### src/sv/ssdre_pkg.sv
// types and constants shared by the sorted-set delta run-length encoder
// no dependencies
`timescale 1ns / 1ps

package ssdre_pkg;

  localparam int VALUE_W = 16;

  localparam logic [VALUE_W-1:0] SMALL_LIMIT_RST = 16'd64;
  localparam logic [15:0]        REP_MAX         = 16'hFFFF;

  typedef struct packed {
    logic [VALUE_W-1:0] value;
    logic               last;
  } in_item_t;

  typedef struct packed {
    logic [VALUE_W-1:0] code;
    logic               last_res;
  } out_item_t;

  // one queue entry carries every result of one input item
  typedef struct packed {
    logic      two;
    out_item_t first;
    out_item_t second;
  } q_entry_t;

  typedef struct packed {
    logic full;
    logic empty;
  } q_status_t;

endpackage

### src/sv/ssdre_front.sv
// front end: accepts values, holds the encoder state and forms queue entries
// depends on ssdre_pkg
`timescale 1ns / 1ps

module ssdre_front import ssdre_pkg::*; (
  input  logic         clk,
  input  logic         rst_n,
  input  logic         cfg_we,
  input  logic [15:0]  cfg_wdata,
  input  logic         in_valid,
  input  in_item_t     in_data,
  output logic         in_stall,
  input  q_status_t    q_stat,
  output logic         push,
  output q_entry_t     push_entry
);

  logic               set_open_r,   set_open_nxt;
  logic [VALUE_W-1:0] prev_value_r, prev_value_nxt;
  logic [VALUE_W-1:0] prev_code_r,  prev_code_nxt;
  logic [15:0]        rep_r,        rep_nxt;
  logic [VALUE_W-1:0] small_limit_r;

  logic               accept;
  logic               prev_small;
  logic [VALUE_W-1:0] gap;
  logic [15:0]        rep_sat;
  logic [15:0]        rep_sat_m1;
  logic [15:0]        rep_m1;

  assign in_stall = q_stat.full;
  assign accept   = in_valid && !q_stat.full;

  assign prev_small = prev_code_r < small_limit_r;
  assign gap        = in_data.value - prev_value_r - VALUE_W'(1);
  assign rep_sat    = (rep_r == REP_MAX) ? rep_r : rep_r + 16'd1;
  assign rep_sat_m1 = rep_sat - 16'd1;
  assign rep_m1     = rep_r - 16'd1;

  always_comb begin
    set_open_nxt   = set_open_r;
    prev_value_nxt = prev_value_r;
    prev_code_nxt  = prev_code_r;
    rep_nxt        = rep_r;
    push           = 1'b0;
    push_entry     = '0;
    if (accept) begin
      if (!set_open_r) begin
        push                       = 1'b1;
        push_entry.first.code      = in_data.value;
        push_entry.first.last_res  = in_data.last;
        prev_value_nxt             = in_data.value;
        prev_code_nxt              = in_data.value;
        rep_nxt                    = '0;
        set_open_nxt               = !in_data.last;
      end else begin
        prev_value_nxt = in_data.value;
        if (prev_small && gap == prev_code_r) begin
          // gap repeats a small code: the run grows, and a last item flushes it
          rep_nxt = rep_sat;
          if (in_data.last) begin
            push                      = 1'b1;
            push_entry.first.last_res = 1'b1;
            if (rep_sat > 16'd1) begin
              push_entry.first.code = {rep_sat_m1[VALUE_W-2:0], 1'b1};
            end else begin
              push_entry.first.code = {prev_code_r[VALUE_W-2:0], 1'b0};
            end
            rep_nxt      = '0;
            set_open_nxt = 1'b0;
          end
        end else begin
          push = 1'b1;
          if (rep_r != 16'd0) begin
            push_entry.two             = 1'b1;
            push_entry.first.last_res  = 1'b0;
            push_entry.second.last_res = in_data.last;
            if (rep_r > 16'd1) begin
              push_entry.first.code  = {rep_m1[VALUE_W-2:0], 1'b1};
              push_entry.second.code = gap;
            end else begin
              // a run of one goes out as the shifted pair
              push_entry.first.code  = {prev_code_r[VALUE_W-2:0], 1'b0};
              push_entry.second.code = {gap[VALUE_W-2:0], 1'b0};
            end
            rep_nxt = '0;
          end else begin
            push_entry.first.code     = prev_small ? {gap[VALUE_W-2:0], 1'b0} : gap;
            push_entry.first.last_res = in_data.last;
          end
          prev_code_nxt = gap;
          if (in_data.last) begin
            set_open_nxt = 1'b0;
          end
        end
      end
    end
  end

  always_ff @(posedge clk) begin
    if (!rst_n) begin
      set_open_r    <= 1'b0;
      prev_value_r  <= '0;
      prev_code_r   <= '0;
      rep_r         <= '0;
      small_limit_r <= SMALL_LIMIT_RST;
    end else begin
      set_open_r   <= set_open_nxt;
      prev_value_r <= prev_value_nxt;
      prev_code_r  <= prev_code_nxt;
      rep_r        <= rep_nxt;
      if (cfg_we) begin
        small_limit_r <= cfg_wdata;
      end
    end
  end

endmodule

### src/sv/ssdre_fifo.sv
// short queue of result entries between front and back end
// depends on ssdre_pkg
`timescale 1ns / 1ps

module ssdre_fifo import ssdre_pkg::*; #(
  parameter int DEPTH = 4
) (
  input  logic      clk,
  input  logic      rst_n,
  input  logic      push,
  input  q_entry_t  push_entry,
  input  logic      pop,
  output q_entry_t  pop_entry,
  output q_status_t q_stat
);

  localparam int PTR_W = (DEPTH > 1) ? $clog2(DEPTH) : 1;
  localparam int CNT_W = $clog2(DEPTH + 1);

  q_entry_t         mem [DEPTH];
  logic [PTR_W-1:0] wr_ptr_r, wr_ptr_nxt;
  logic [PTR_W-1:0] rd_ptr_r, rd_ptr_nxt;
  logic [CNT_W-1:0] count_r,  count_nxt;

  assign q_stat.full  = (count_r == CNT_W'(DEPTH));
  assign q_stat.empty = (count_r == '0);
  assign pop_entry    = mem[rd_ptr_r];

  always_comb begin
    wr_ptr_nxt = wr_ptr_r;
    rd_ptr_nxt = rd_ptr_r;
    count_nxt  = count_r;
    if (push) begin
      wr_ptr_nxt = (wr_ptr_r == PTR_W'(DEPTH - 1)) ? '0 : wr_ptr_r + PTR_W'(1);
    end
    if (pop) begin
      rd_ptr_nxt = (rd_ptr_r == PTR_W'(DEPTH - 1)) ? '0 : rd_ptr_r + PTR_W'(1);
    end
    priority if (push && !pop) begin
      count_nxt = count_r + CNT_W'(1);
    end else if (pop && !push) begin
      count_nxt = count_r - CNT_W'(1);
    end
  end

  always_ff @(posedge clk) begin
    if (push) begin
      mem[wr_ptr_r] <= push_entry;
    end
  end

  always_ff @(posedge clk) begin
    if (!rst_n) begin
      wr_ptr_r <= '0;
      rd_ptr_r <= '0;
      count_r  <= '0;
    end else begin
      wr_ptr_r <= wr_ptr_nxt;
      rd_ptr_r <= rd_ptr_nxt;
      count_r  <= count_nxt;
    end
  end

`ifndef SYNTHESIS
  a_no_push_full: assert property (@(posedge clk) disable iff (!rst_n)
    q_stat.full |-> !push)
    else $error("push into full queue");
  a_no_pop_empty: assert property (@(posedge clk) disable iff (!rst_n)
    q_stat.empty |-> !pop)
    else $error("pop from empty queue");
  a_count_bound: assert property (@(posedge clk) disable iff (!rst_n)
    count_r <= CNT_W'(DEPTH))
    else $error("queue count beyond depth");
`endif

endmodule

### src/sv/ssdre_back.sv
// back end: takes queue entries and presents one or two result items each
// depends on ssdre_pkg
`timescale 1ns / 1ps

module ssdre_back import ssdre_pkg::*; (
  input  logic      clk,
  input  logic      rst_n,
  input  q_status_t q_stat,
  input  q_entry_t  pop_entry,
  output logic      pop,
  output logic      out_valid,
  output out_item_t out_data,
  input  logic      out_stall
);

  q_entry_t cur_r,       cur_nxt;
  logic     cur_valid_r, cur_valid_nxt;
  logic     phase_r,     phase_nxt;
  logic     out_acc;
  logic     done;

  assign out_valid = cur_valid_r;
  assign out_data  = phase_r ? cur_r.second : cur_r.first;
  assign out_acc   = cur_valid_r && !out_stall;
  // entry finished once its final item is taken
  assign done      = out_acc && (phase_r || !cur_r.two);
  assign pop       = !q_stat.empty && (!cur_valid_r || done);

  always_comb begin
    cur_nxt       = cur_r;
    cur_valid_nxt = cur_valid_r;
    phase_nxt     = phase_r;
    if (out_acc && !phase_r && cur_r.two) begin
      phase_nxt = 1'b1;
    end else if (!cur_valid_r || done) begin
      cur_valid_nxt = pop;
      phase_nxt     = 1'b0;
      if (pop) begin
        cur_nxt = pop_entry;
      end
    end
  end

  always_ff @(posedge clk) begin
    cur_r <= cur_nxt;
  end

  always_ff @(posedge clk) begin
    if (!rst_n) begin
      cur_valid_r <= 1'b0;
      phase_r     <= 1'b0;
    end else begin
      cur_valid_r <= cur_valid_nxt;
      phase_r     <= phase_nxt;
    end
  end

`ifndef SYNTHESIS
  a_phase_two: assert property (@(posedge clk) disable iff (!rst_n)
    phase_r |-> (cur_valid_r && cur_r.two))
    else $error("second item shown for single-item entry");
  a_stall_keeps: assert property (@(posedge clk) disable iff (!rst_n)
    (cur_valid_r && out_stall) |=> (cur_valid_r && $stable(phase_r)))
    else $error("stalled result dropped");
  a_second_follows: assert property (@(posedge clk) disable iff (!rst_n)
    (out_acc && !phase_r && cur_r.two) |=> (phase_r && cur_valid_r))
    else $error("second item of entry skipped");
`endif

endmodule

### src/sv/sorted_set_delta_rle_encoder_core.sv
// top level of the sorted-set delta run-length encoder
// depends on ssdre_pkg, ssdre_front, ssdre_fifo, ssdre_back
//
//  channel | ports                          | dir | moves
//  --------+--------------------------------+-----+------------------------------
//  input   | in_valid, in_stall, in_data    | in  | one set value and last flag
//  result  | out_valid, out_stall, out_data | out | one code and last_res flag
//  config  | cfg_we, cfg_wdata              | in  | small_limit register
//
// an item is taken every cycle while the queue has room; the front state
// update (subtracts and compares) closes in that cycle
// an item producing two codes holds the output register until both are taken,
// so the sustained rate is one cycle per code emitted while out_stall is low
// reset is synchronous and active low; small_limit returns to 64
// out_stall backs up into the QUEUE_DEPTH entry queue, then raises in_stall
`timescale 1ns / 1ps

module sorted_set_delta_rle_encoder_core import ssdre_pkg::*; #(
  parameter int QUEUE_DEPTH = 4
) (
  input  logic        clk,
  input  logic        rst_n,
  input  logic        cfg_we,
  input  logic [15:0] cfg_wdata,
  input  logic        in_valid,
  input  in_item_t    in_data,
  output logic        in_stall,
  output logic        out_valid,
  output out_item_t   out_data,
  input  logic        out_stall
);

  q_status_t q_stat;
  logic      push;
  logic      pop;
  q_entry_t  push_entry;
  q_entry_t  pop_entry;

  ssdre_front u_front (
    .clk        (clk),
    .rst_n      (rst_n),
    .cfg_we     (cfg_we),
    .cfg_wdata  (cfg_wdata),
    .in_valid   (in_valid),
    .in_data    (in_data),
    .in_stall   (in_stall),
    .q_stat     (q_stat),
    .push       (push),
    .push_entry (push_entry)
  );

  ssdre_fifo #(
    .DEPTH (QUEUE_DEPTH)
  ) u_fifo (
    .clk        (clk),
    .rst_n      (rst_n),
    .push       (push),
    .push_entry (push_entry),
    .pop        (pop),
    .pop_entry  (pop_entry),
    .q_stat     (q_stat)
  );

  ssdre_back u_back (
    .clk       (clk),
    .rst_n     (rst_n),
    .q_stat    (q_stat),
    .pop_entry (pop_entry),
    .pop       (pop),
    .out_valid (out_valid),
    .out_data  (out_data),
    .out_stall (out_stall)
  );

endmodule
### config.mk
export PLATFORM = sky130hd
export DESIGN_NAME = sorted_set_delta_rle_encoder_core
export DESIGN_NICKNAME = d
export VERILOG_FILES = /design/src/sv/ssdre_pkg.sv /design/src/sv/ssdre_front.sv /design/src/sv/ssdre_fifo.sv /design/src/sv/ssdre_back.sv /design/src/sv/sorted_set_delta_rle_encoder_core.sv
export SDC_FILE = /design/constraint.sdc
export NUM_CORES = 1
export LEC_CHECK = 0
export ABC_AREA = 1
export CAP_MARGIN = 10
export CELL_PAD_IN_SITES_DETAIL_PLACEMENT = 0
export CELL_PAD_IN_SITES_GLOBAL_PLACEMENT = 1
export CORE_MARGIN = 3
export CORE_UTILIZATION = 52
export CTS_CLUSTER_SIZE = 12
export DETAILED_ROUTE_END_ITERATION = 10
export DONT_BUFFER_PORTS = 1
export GPL_TIMING_DRIVEN = 0
export PLACE_DENSITY_LB_ADDON = 0.1
export RECOVER_POWER = 25
export SLEW_MARGIN = 10
export SYNTH_ARGS = -nofsm -noshare
export SYNTH_HDL_FRONTEND = slang
export SYNTH_SLANG_ARGS = --single-unit
### constraint.sdc
create_clock -name clk -period 7.6 [get_ports clk]
set_clock_uncertainty 0.2 [all_clocks]
set_input_delay 1.14 -clock clk [delete_from_list [all_inputs] [get_ports clk]]
set_output_delay 1.14 -clock clk [all_outputs]
set_load 0.02 [all_outputs]
### Word-level counts from Yosys, hierarchy flattened

Memory sizes are Yosys's and may differ from the RTL's. A register that Yosys moved wholly into a read port is not among the register bits.
Index checks and enable logic that the tools add are counted.

* register bits after elaboration: 74
* bits in writable memories: 140
* logic and storage cells: 96
* memories kept: 1

* add/subtract/negate cells: 9
* magnitude comparators: 3
* equal/unequal tests: 7
* mux-type cells: 37
* bitwise gates (word level): 1
* reductions and logical operators: 28

Memories
* u_fifo.mem: depth 4, bits a word 35, read ports 1, clocked after memory_dff 1, write ports 1, RTL line ssdre_fifo.sv:20 `q_entry_t mem [DEPTH];`

Operators by type and width (number)
* two-way mux 16 bit: 11
* two-way mux 17 bit: 8
* two-way mux 35 bit: 1
* greater-than comparator 16 x 1 -> 1 bit (second input constant): 2
* subtractor 15 x 1 -> 15 bit (second input constant): 2
* adder 16 x 1 -> 16 bit (second input constant): 1
* == test 16 bit: 1
* == test 16 bit (second input constant): 1
* less-than comparator 16 bit: 1
* nonzero test 16 bit: 1
* subtractor 16 x 1 -> 16 bit (second input constant): 1
* subtractor 16 bit: 1
* two-way mux 1 bit: 13
* logical AND 1 bit: 9
* zero test 1 bit: 9
* two-way mux 3 bit: 2
* AND reduction 2 bit: 3
* adder 2 x 1 -> 2 bit (second input constant): 2
* == test 2 bit (second input constant): 2
* two-way mux 2 bit: 2
* nonzero test 2 bit: 2
* adder 3 x 1 -> 3 bit (second input constant): 1
* == test 3 bit (second input constant): 1
* zero test 3 bit: 1
* 6 further kinds: 7

### Longest topological paths before layout

Gate-level depths: netlist of run 1.

* word-level depth: 11
* mapped depth: 26
* depth with buffers taken out: 25

### Modules after synthesis

A second synthesis of run 1 with hierarchy kept.

* cells, all modules: 1728
* area, all modules: 14009.7 µm²

By module, submodules not included
* ssdre_front: instances 1, cells an instance 1227, area an instance 6982.9 µm², seq. area each 1301.2 µm²
* ssdre_fifo: instances 1, cells an instance 397, area an instance 5635.4 µm², seq. area each 4384.2 µm²
* ssdre_back: instances 1, cells an instance 104, area an instance 1391.3 µm², seq. area each 1091.0 µm²

### Worst setup path before layout of run 1

No wires, ideal clock.

* path type: input to register
* start point: input in_data[1] in the netlist's numbering
* end point: memory u_fifo.mem[0][0] in the netlist's numbering, enable pin
* library setup time: 0.427 ns
* data arrival time: 4.516 ns
* required time: 6.973 ns
* setup slack: 2.457 ns
* stages: 20
* buffers on the path: 1
* cells stage by stage: ha_1 -> fa_1 -> nand2_2 -> nand2_2 -> nand3_2 -> nand2_2 -> nand2_2 -> nand2_1 -> nand2_1 -> nand3_1 -> nand2_1 -> nor2_2 -> nand2_1 -> nor2_2 -> nand4_1 -> nand2_1 -> buf_4 -> nand2_2 -> inv_1 -> nor2_1

* word-level cells in the longest chain between the ends: 9

RTL lines
* start: declaration: RTL line sorted_set_delta_rle_encoder_core.sv:26 `input in_item_t in_data,`
* subtractor 16 bit: RTL line ssdre_front.sv:35 `assign gap = in_data.value - prev_value_r - VALUE_W'(1);`
* subtractor 16 x 1 -> 16 bit: RTL line ssdre_front.sv:35
* == test 16 bit: RTL line ssdre_front.sv:58 `if (prev_small && gap == prev_code_r) begin`
* logical AND 1 bit: RTL line ssdre_front.sv:58
* two-way mux 1 bit: RTL line ssdre_front.sv:58
* two-way mux 1 bit: RTL line ssdre_front.sv:48 `if (!set_open_r) begin`
* two-way mux 1 bit: RTL line ssdre_front.sv:47 `if (accept) begin`
* net push: RTL line sorted_set_delta_rle_encoder_core.sv:34 `logic push;`
* two-way mux 1 bit: RTL line ssdre_fifo.sv:47 `if (push) begin`
* two-way mux 1 bit (not written as such): RTL line ssdre_fifo.sv:48 `mem[wr_ptr_r] <= push_entry;`
* end: declaration: RTL line ssdre_fifo.sv:20

The timed path passes the listed nets, and every way through them passes these cells.

### Worst setup path in the final report of run 1

* start point: register u_back.phase_r
* end point: register u_fifo.count_r[1]

* word-level cells in the longest chain between the ends: 7
* elaborated cells on any way between the ends: 9
* those cells by class: mux (1); reduce/logical (8)

RTL lines
* start: declaration: RTL line ssdre_back.sv:18 `logic phase_r, phase_nxt;`
* start signal: assignment: RTL line ssdre_back.sv:54 `phase_r <= phase_nxt;`
* logical OR 1 bit: RTL line ssdre_back.sv:26 `assign done = out_acc && (phase_r || !cur_r.two);`
* logical AND 1 bit: RTL line ssdre_back.sv:26
* logical OR 1 bit: RTL line ssdre_back.sv:27 `assign pop = !q_stat.empty && (!cur_valid_r || done);`
* logical AND 1 bit: RTL line ssdre_back.sv:27
* zero test 1 bit: RTL line ssdre_fifo.sv:39 `priority if (push && !pop) begin`
* logical AND 1 bit: RTL line ssdre_fifo.sv:39
* two-way mux 3 bit: RTL line ssdre_fifo.sv:39
* net u_fifo.count_nxt[1]: RTL line ssdre_fifo.sv:23 `logic [CNT_W-1:0] count_r, count_nxt;`
* end signal: assignment: RTL line ssdre_fifo.sv:60 `count_r <= count_nxt;`
* end: declaration: RTL line ssdre_fifo.sv:23

The timed path passes the listed nets, and every way through them passes these cells.
A chain may end at the register's enable or synchronous reset.

==> results.cfg, run 1 <==
[power_and_ir_drop]
p_int_mw = 3.13
total_power_mw = 5.21
leakage_nw = 6.48
pwr-share-seq = 0.380
combPwrFrac = 0.377
switching_share = 0.398
clock_power_share = 0.242
power_density_mw_per_mm2 = 340
irDropWorstVdd_mv = 0.174
p_switching_mw = 2.08

[clocking]
cts_buffer_depth = 3
ctsHtreeMaxLevel = 1
cts_tree = built
clock_latency_ns = 0.55
clk_pin_slew_worst_paths_ns = 0.06
root_buffer = clkbuf_16
cts-resized-gates = 0
cts_buffers = 27
cts_setup_buffers = 0
cts_hold_buf = 0
cts_sinks = 249

[grt]
antenna_found_initial = 0
grt_first_pass_wirelength_um = 62800
grt_pass1_vias = 11240
track_usage = 0.280
grt_max_degree = 36
grt_overflow = 0

[placement]
io_buffers = 0
gp_congestion = 0.952
dpl_cell_area_mm2 = 0.0145
dpl.hpwl_um = 32000

[synth]
syn_avg_cell_area_um2 = 7.91
synth_common_cells = nand2_1 (447), nor2_1 (230), o21ai_0 (188)
syn_inst = 1761
syn_nets = 1842
yosysUniqueCellTypes = 42
synth_area_mm2 = 0.0139
ys_warn_count = 0
synth-edff-count = 175
synth_top_area_cell = edfxtp_1
yosys-top-cells-area = edfxtp_1 (38%), nand2_1 (12%), dfxtp_1 (11%)
ys.flop_type = edfxtp_1
synthArstFlopShare = 0
yosysTopAreaCellShare = 0.377
ys_ff_latch = 249
yosysMostFrequentCell = nand2_1
synth_seq_area_share = 0.484

[sta]
post-route-period-util = 0.595
fin_tns_setup_ns = 0
worst_slew_pin_slew_ns = 1.73
rsz0062_at_grt = false
fmax_ghz = 0.221
final-hold-violation-count = 0
fin_hold_ws_ns = 0.256
maxSlewViolCount = 36
min_period_ns = 4.52
setup_violations = 0
max_slew_margin = -0.153

[floorplanning]
dieWidth_um = 170
num_io_pins = 57
std_cell_rows = 59
start_util = 0.531
fp.coreArea_mm2 = 0.0262
fp.dieArea_mm2 = 0.0288
chipHeight_um = 170

[critical_path]
critical_path_class = reg2reg
required_ns = 7.84
reg2reg_slack_ns = 3.08
arrival_ns = 4.76
cp-start-kind = register
r2r-start = u_back.phase_r
path_cells = clkbuf_1 > clkinv_1 > nand2_1 > nand2_1 > nand2_1 > inv_1 > nor2_1 > clkbuf_1 > inv_1 > ha_1 > inv_1 > fa_1 > o21ai_0 > nor2_1
worstRegToRegCells = 14
slowest_stage = clkbuf_1
r2r-end = u_fifo.count_r[1]
crit_path_end_kind = register
cp_max_fo = 35
cp_top_family = buffers and inverters
crit_buf_inv = 6
max_stage_delay_ns = 1.27

[final_layout]
final_util = 0.584
seq_area_mm2 = 0.00674
insertedDiodeCount = 0
post-route-cell-area_mm2 = 0.0153
nets = 1876
filler_cell_count = 2414
multi_input_area_mm2 = 0.00621
drive_above_1_share = 0.0635
area_growth_pct = 9.93

[drt]
drc = 0
vias_per_cell = 5.57
wl_per_cell_um = 19.1
vias = 11963
detail-route-antenna-nets = 0
drt-initial-drc-count = 1040
routed_wl_um = 41100
firstDrtPassIters = 5

[min_path]
worstHoldStart = u_front.prev_value_r[10]
holdPathStages = 2
hold_end = u_front.prev_value_r[10]
hold_class = reg2reg

[status]
status = complete, but fails checks
violations = capacitance limit, slew limit

[job]
cap_violations = 1
worst max path at each step:
stage / end / from / slack [ns] / cells after the start
floorplan: u_fifo.mem[0][0] / in_data[1] / 2.46 / 20
global placement: u_fifo.mem[0][28] / in_data[1] / 1.00 / 19
detailed placement: u_fifo.mem[0][10] / in_data[1] / 2.74 / 20
CTS: u_fifo.mem[0][7] / in_data[1] / 3.25 / 20
global route: u_fifo.count_r[1] / u_back.phase_r / 2.58 / 14
finish: u_fifo.count_r[1] / u_back.phase_r / 3.08 / 14
layout make-up:
type,count,area share
Multi-Input combinational cell,1259,0.406
Buffer,74,0.0217
Inverter,179,0.0439
Clock inverter,9,0.00703
Sequential cell,249,0.440
Tap cell,335,0.0274
Timing Repair Buffer,5,0.00695
Clock buffer,36,0.0470
sequential cells by signal, summed over array words and instances, names as in the netlist:
name                   flops
u_back.cur_r              35
u_front.rep_r             16
u_front.small_limit_r     16
u_back.out_valid           1
u_fifo.rd_ptr_r            2
u_fifo.count_r             3
u_fifo.wr_ptr_r            2
u_front.prev_code_r       16
u_front.prev_value_r      16
u_front.set_open_r         1
u_fifo.mem               140
u_back.phase_r             1
worst register-to-register path, delay by kind of cell (launching register included):
family | cells | cell delay, ns
buf+inv | 6 | 2.52
fa+ha+maj | 2 | 0.76
simple gates | 5 | 0.48
flops | 1 | 0.30
compound gates | 1 | 0.16
kinds of logic after synthesis:
kind of cell,synth area share
flops,0.484
compound gates,0.124
fa+ha+maj,0.0397
simple gates,0.266
buf+inv,0.0721
xor+xnor,0.0139
placed cells by master, fill, tap and decap left out, types with 35 or more instances in the layout:
cell      instances
a21oi_1          82
clkbuf_1         61
dfxtp_1          74
edfxtp_1        175
ha_1             41
inv_1           172
nand2_1         447
nand3_1         107
nor2_1          226
o21ai_0         188
o22ai_1          35
layer usage:
layer	share of wire	vias to the layer above	global-route usage
li1	-	5929	-
met1	0.43	5604	0.365
met2	0.48	348	0.487
met3	0.052	82	0.0356
met4	0.034	0	0.0921
met5	0	-	0
through the flow:
stage | setup slack [ns] | instances
6_report | 3.08 | 2146
5_1_grt | 2.58 | 2146
4_1_cts | 3.25 | 2146
3_5_place_dp | 2.74 | 2101
3_3_place_gp | 1.00 | 2096
2_1_floorplan | 2.46 | 1761
power by group through the flow:
stage | combinational [mW] | clock (mW) | sequential, mW
2_1_floorplan | 1.38 | 0 | 1.96
3_3_place_gp | 1.88 | 0 | 2.01
3_5_place_dp | 1.96 | 0 | 2.00
4_1_cts | 1.98 | 1.28 | 1.98
5_1_grt | 2.19 | 1.32 | 2.01
6_report | 1.97 | 1.26 | 1.98
Note: power is estimated with default switching activity, not from simulation.
==> inputs of run 2 (changes only) <==
- CORE_UTILIZATION: 52 -> 49
- clock period: 7.6 -> 4.6 ns (I/O delays scaled with it)
==> results.cfg, run 2 (synthesis gave the netlist of run 1 again) <==
[clocking]
cts_sinks = 249
root_buffer = clkbuf_16
cts_tree = built
ctsHtreeMaxLevel = 1
clk_pin_slew_worst_paths_ns = 0.06
cts_buffer_depth = 3
cts_buffers = 27
cts-resized-gates = 0
cts_setup_buffers = 0
cts_hold_buf = 0
clock_latency_ns = 0.53

[critical_path]
cp_top_family = simple AND/OR/NAND/NOR gates
critical_path_class = reg2reg
required_ns = 4.65
max_stage_delay_ns = 0.56
cp-start-kind = register
cp_max_fo = 10
crit_path_end_kind = register
slowest_stage = dfxtp_1
path_cells = ha_1 > nand3_1 > inv_2 > nand2_4 > nor2_8 > nand2_1 > o21ai_2 > ha_1 > nor2_1 > nor2_1 > nand2_1 > nand3b_4 > buf_2 > nand3_1 > o211ai_1 > nand2_1 > nand3_1 > a21oi_1
crit_buf_inv = 2
arrival_ns = 4.25

[final_layout]
reg_top3 = u_fifo.mem x140, u_back.cur_r x35
finalNonFillerCells = 2193
final_util = 0.549
largest_reg_flops = 140
drive_above_1_share = 0.0628
insertedDiodeCount = 0
final_common_cell = nand2_1
nets = 1876
area_growth_pct = 10.1
regMostFlops = u_fifo.mem
post-route-cell-area_mm2 = 0.0153
layout_common_cells = nand2_1 (447), nor2_1 (226), o21ai_0 (188)

[grt]
grt_max_degree = 35
antenna_found_initial = 1
track_usage = 0.269
grt_first_pass_wirelength_um = 63800
grt_pass1_vias = 11164
grt_overflow = 0

[sta]
maxSlewViolCount = 35
post-route-period-util = 0.913
worst_slew_pin_slew_ns = 1.68
final-hold-violation-count = 0
fin_hold_ws_ns = 0.0600
setup_violations = 0
min_period_ns = 4.20
setup_ws_ns = 0.399
rsz0062_at_grt = false
fmax_ghz = 0.238
max_slew_margin = -0.119

[drt]
routed_wl_um = 41200
vias = 11941
firstDrtPassIters = 6
drt-initial-drc-count = 1020
drc = 0
wl_per_cell_um = 18.8
vias_per_cell = 5.45
detail-route-antenna-nets = 0

[min_path]
hold_class = in2reg

[floorplanning]
start_util = 0.499
dieWidth_um = 175
fp.coreArea_mm2 = 0.0279
num_io_pins = 57
fp.dieArea_mm2 = 0.0305
chipHeight_um = 175
std_cell_rows = 61

[power_and_ir_drop]
leakage_nw = 6.47
power_density_mw_per_mm2 = 554
irDropWorstVdd_mv = 0.264

[placement]
dpl_cell_area_mm2 = 0.0146
gp_congestion = 0.946
dpl.hpwl_um = 32400
place_inst = 2144
io_buffers = 0
dp_slack_ns = 0.229

[status]
violations = capacitance limit, slew limit
status = complete, but fails checks

[job]
cap_violations = 1
run 2: final timing paths:
kind              slack (ns)                  endpoint                      from  depth (start not counted)
setup / recovery        0.40         u_fifo.mem[3][29]          u_front.rep_r[0]                         18
hold / removal          0.06            u_back.phase_r                 out_stall                          1
setup reg to reg        0.40         u_fifo.mem[3][29]          u_front.rep_r[0]                         18
hold reg to reg         0.25  u_front.prev_value_r[14]  u_front.prev_value_r[14]                          2
run 2: area by class of cell:
type / instances / area [um^2]
Buffer: 74 / 333
Clock buffer: 39 / 721
Clock inverter: 10 / 80.1
Fill cell: 2730 / 12600
Inverter: 179 / 672
Multi-Input combinational cell: 1259 / 6210
Sequential cell: 249 / 6740
Tap cell: 378 / 473
Timing Repair Buffer: 5 / 106
run 2: layer usage:
layer,track usage,up-vias,wire length (um),share of wire
met5,0,-,0,0
met4,0.0755,0,1180,0.029
met1,0.355,5600,17700,0.43
met2,0.475,341,20200,0.49
met3,0.0256,61,2140,0.052
li1,-,5939,-,-
run 2: power breakdown:
group / internal [mW] / switching [mW]
Combinational: 0.925 / 2.31
Clock: 1.14 / 0.854
Sequential: 3.05 / 0.222
Total: 5.11 / 3.39
run 2: stage by stage:
stage / power [mW] / TNS, ns
2_1_floorplan: 5.51 / -13.06
3_3_place_gp: 6.45 / -213.22
3_5_place_dp: 6.56 / 0
4_1_cts: 8.56 / 0
5_1_grt: 9.08 / 0
6_report: 8.50 / 0
